$ cat config.mk
export PLATFORM = sky130hd
export DESIGN_NAME = cht_ram
export DESIGN_NICKNAME = d
export VERILOG_FILES = /design/src/design/cht_ram.sv
export SDC_FILE = /design/constraint.sdc
export NUM_CORES = 1
export LEC_CHECK = 0
export BUFFER_PORTS_ARGS = -buffer_cell sky130_fd_sc_hd__buf_2
export CELL_PAD_IN_SITES_DETAIL_PLACEMENT = 1
export CELL_PAD_IN_SITES_GLOBAL_PLACEMENT = 1
export CORE_MARGIN = 3
export CORE_UTILIZATION = 57
export CTS_CLUSTER_DIAMETER = 30
export DETAILED_ROUTE_END_ITERATION = 16
export PLACE_DENSITY = 0.9
export SLEW_MARGIN = 0
export SYNTH_ARGS = -nofsm -noshare
export SYNTH_HDL_FRONTEND = slang
export SYNTH_SLANG_ARGS = --single-unit
$ cat constraint.sdc
create_clock -name clk -period 3.2 [get_ports clk]
set_clock_uncertainty 0.05 [all_clocks]
set_input_delay 0.48 -clock clk [delete_from_list [all_inputs] [get_ports clk]]
set_output_delay 0.48 -clock clk [all_outputs]
set_load 0.01 [all_outputs]
$ cat src/design/cht_ram.sv
// Generic single-clock RAM: one write port, one read port, registered read.
// No dependencies.
`default_nettype none

module cht_ram #(
  parameter int WIDTH = 8,
  parameter int DEPTH = 16
) (
  input  wire logic                     clk,
  input  wire logic                     we,
  input  wire logic [$clog2(DEPTH)-1:0] waddr,
  input  wire logic [WIDTH-1:0]         wdata,
  input  wire logic [$clog2(DEPTH)-1:0] raddr,
  output logic      [WIDTH-1:0]         rdata
);

  logic [WIDTH-1:0] mem [DEPTH];

  always_ff @(posedge clk) begin
    if (we) begin
      mem[waddr] <= wdata;
    end
    rdata <= mem[raddr];
  end

endmodule

`default_nettype wire

==> flow_summary.json <==
{
  "status": "finished clean",
  "hold_viol": 0,
  "top_usage_layer": "met2",
  "grt_use_met3_pct": 5.12,
  "critPathLaunchType": "input pin",
  "cts_sinks": 136,
  "rows": 34,
  "wl_per_cell_um": 27.6,
  "chipHeight_um": 101,
  "yosysTopAreaCell": "edfxtp_1",
  "grt_util_met1_pct": 32.0,
  "vias": 2432,
  "core_area_um2": 8760,
  "worstPathMaxFanout": 17,
  "final_nets": 286,
  "syn-num-nets": 247,
  "post_cts_buffers": 0,
  "place_inst": 357,
  "max-cap-violations": 0,
  "cp.required_ns": 3.53,
  "globalplace.congestion": 0.754,
  "boundaryPins": 26,
  "end_kind": "register",
  "path_cells": "buf_2 > buf_12 > mux4_1 > a22oi_1 > nand2_1",
  "setup_tns_ns": 0,
  "final_util_pct": 67.5,
  "combPwrFrac_pct": 4.7,
  "synth.yosys.warnings": 0,
  "ys_top_cells_by_area": "edfxtp_1, mux4_2, mux4_1, dfxtp_1, a22oi_1",
  "grt_first_pass_wirelength_mm": 16.5,
  "syn_inst": 229,
  "synthToLayoutAreaGrowth_pct": 14.9,
  "p_leak_nw": 1.99,
  "stdcell_count": 389,
  "ys_ff_latch": 136,
  "fmax_ghz": 0.570,
  "yosysMostFrequentCell": "edfxtp_1",
  "cts_hold_buffers": 0,
  "swShare_pct": 21.4,
  "fin_ws_ns": 1.44,
  "internal_power_mw": 3.10,
  "drive_above_1_share_pct": 28.1,
  "netlist_area_um2": 5150,
  "root_buffer": "clkbuf_8",
  "grt_pass1_vias": 2630,
  "synthArstFlopShare_pct": 0,
  "r2r_end": "rdata[1]",
  "rrSetupSlack_ns": 1.64,
  "worstHoldStart": "wdata[4]",
  "antenna_found_initial": 0,
  "clock_path_buffers": 2,
  "slowest_stage": "mux4_1",
  "rsz0062_at_grt": "false",
  "max_slew_margin_pct": 33.8,
  "worst_slew_pin_slew_ns": 0.990,
  "r2r_cells": 3,
  "dp_hpwl_mm": 6.49,
  "initial_core_util_pct": 58.7,
  "grt_start_max_net_pins": 33,
  "yosys-top-cells-count": "edfxtp_1, mux4_2, a22oi_1",
  "die_w_um": 101,
  "pwr-share-seq_pct": 50.8,
  "io_buffers": 25,
  "ir_worst_vdd_mv": 0.354,
  "hp-class": "input pin to register",
  "yosysSeqAreaShare_pct": 77.8,
  "worst-endpoint-arrival_ns": 2.08,
  "via_per_inst": 6.25,
  "hold_path_depth": 1,
  "cts_tree": "done",
  "setup_viol_count_final": 0,
  "clkLatencyLatePin_ns": 0.51,
  "fin_crit_ns": 1.76,
  "cts_made_buffers": 17,
  "cts_htree_levels": 4,
  "hold_end": "mem[0][4]",
  "yosys.area.top_type_share_pct": 74.7,
  "num-fill-cells": 712,
  "synth_cell_types": 19,
  "routed_wl_mm": 10.7,
  "maxSlewViolCount": 0,
  "drc": 0,
  "drt_first_pass_iters": 4,
  "p_sw_mw": 0.845,
  "cts_resized": 0,
  "gr-usage-met2_pct": 38.3,
  "dpl_worst_slack_ns": 0.930,
  "synth_ff_type": "edfxtp_1",
  "grt-ovfl-total": 0,
  "p_clk_share_pct": 44.5,
  "power.density_nw_per_um2": 667,
  "cts.clk_slew.worst_paths_ns": 0.06,
  "grt_usage_pct": 23.8,
  "whs_ns": 0.309,
  "crit_type": "input pin to register",
  "crit_path_max_incr_delay_ns": 0.58,
  "drt_iter0_markers": 263,
  "ant_nets": 0,
  "r2r_start": "mem[1][1]",
  "n_antenna_cell": 0,
  "finalCritPeriodShare_pct": 54.8,
  "post_synth.cell_area_avg_um2": 22.5,
  "synth-edff-count": 128,
  "die-area_um2": 10200
}
[layer usage]
layer | part of all wire [%] | routed length [um]
met1 | 40 | 4310
met2 | 52 | 5570
met3 | 6.5 | 697
met4 | 1.4 | 151
met5 | 0 | 0
[cell usage in the layout, fill, tap and decap left out, types with 2 or more instances in the layout]
master     count
nand3b_1       2
a22oi_1       16
clkinv_2       3
dfxtp_1        8
edfxtp_1     128
inv_6          2
mux4_2        18
buf_4          4
clkinv_4       6
nor2_1        13
nor3_1         4
clkbuf_16     16
mux4_1        14
buf_2         25
nand2_1        9
nand2b_1       2
[power groups by stage]
stage / Combinational [mW] / Clock (mW) / Sequential, mW
2_1_floorplan: 0.101 / 0 / 2.04
3_3_place_gp: 0.173 / 0 / 2.04
3_5_place_dp: 0.184 / 0 / 2.04
4_1_cts: 0.186 / 1.79 / 2.00
5_1_grt: 0.201 / 1.88 / 2.01
6_report: 0.184 / 1.76 / 2.00
[layout make-up]
class                   count  area, um^2  area share, %
clock buffers              18         418           7.06
clock inverters            14         126           2.14
multi-input cells          83        1060           17.9
flip-flops and latches    136        4000           67.7
well taps                 108         135           2.28
repair buffers             30         175           2.96
[sequential cells by signal, indices dropped and copies added, names as in the netlist]
name	flops
mem	128
rdata	8
[worst max-delay path, delay by kind of cell]
kind,cells,cell delay (ns)
buffers and inverters,2,0.71
muxes,1,0.58
AOI/OAI and AO/OA,1,0.21
and+or+nand+nor,1,0.09
[cells by family after synthesis]
logic type / after synthesis / share of synthesized area (%)
buffers and inverters: 10 / 1.68
multiplexers: 32 / 15.0
AO/OA/AOI/OAI: 16 / 2.33
flip-flops: 136 / 77.8
AND/OR/NAND/NOR: 35 / 3.18
[metrics by stage]
stage | total power, mW | instance area [um^2]
final | 3.94 | 5920
after global placement | 2.21 | 5370
after floorplan | 2.14 | 5150
after global routing | 4.09 | 5920
after detailed placement | 2.22 | 5370
after CTS | 3.98 | 5920
[how the worst max path moves through the flow]
stage	startpoint	endpoint	slack, ns	cells past startpoint
floorplan	waddr[2]	mem[0][0]	1.18	2
global placement	raddr[0]	rdata[3]	0.99	5
detailed placement	raddr[0]	rdata[1]	0.93	4
CTS	raddr[0]	rdata[5]	1.44	5
global route	raddr[0]	rdata[5]	1.37	5
finish	raddr[0]	rdata[5]	1.44	5
No activity file was read; power rests on OpenSTA's default activity.
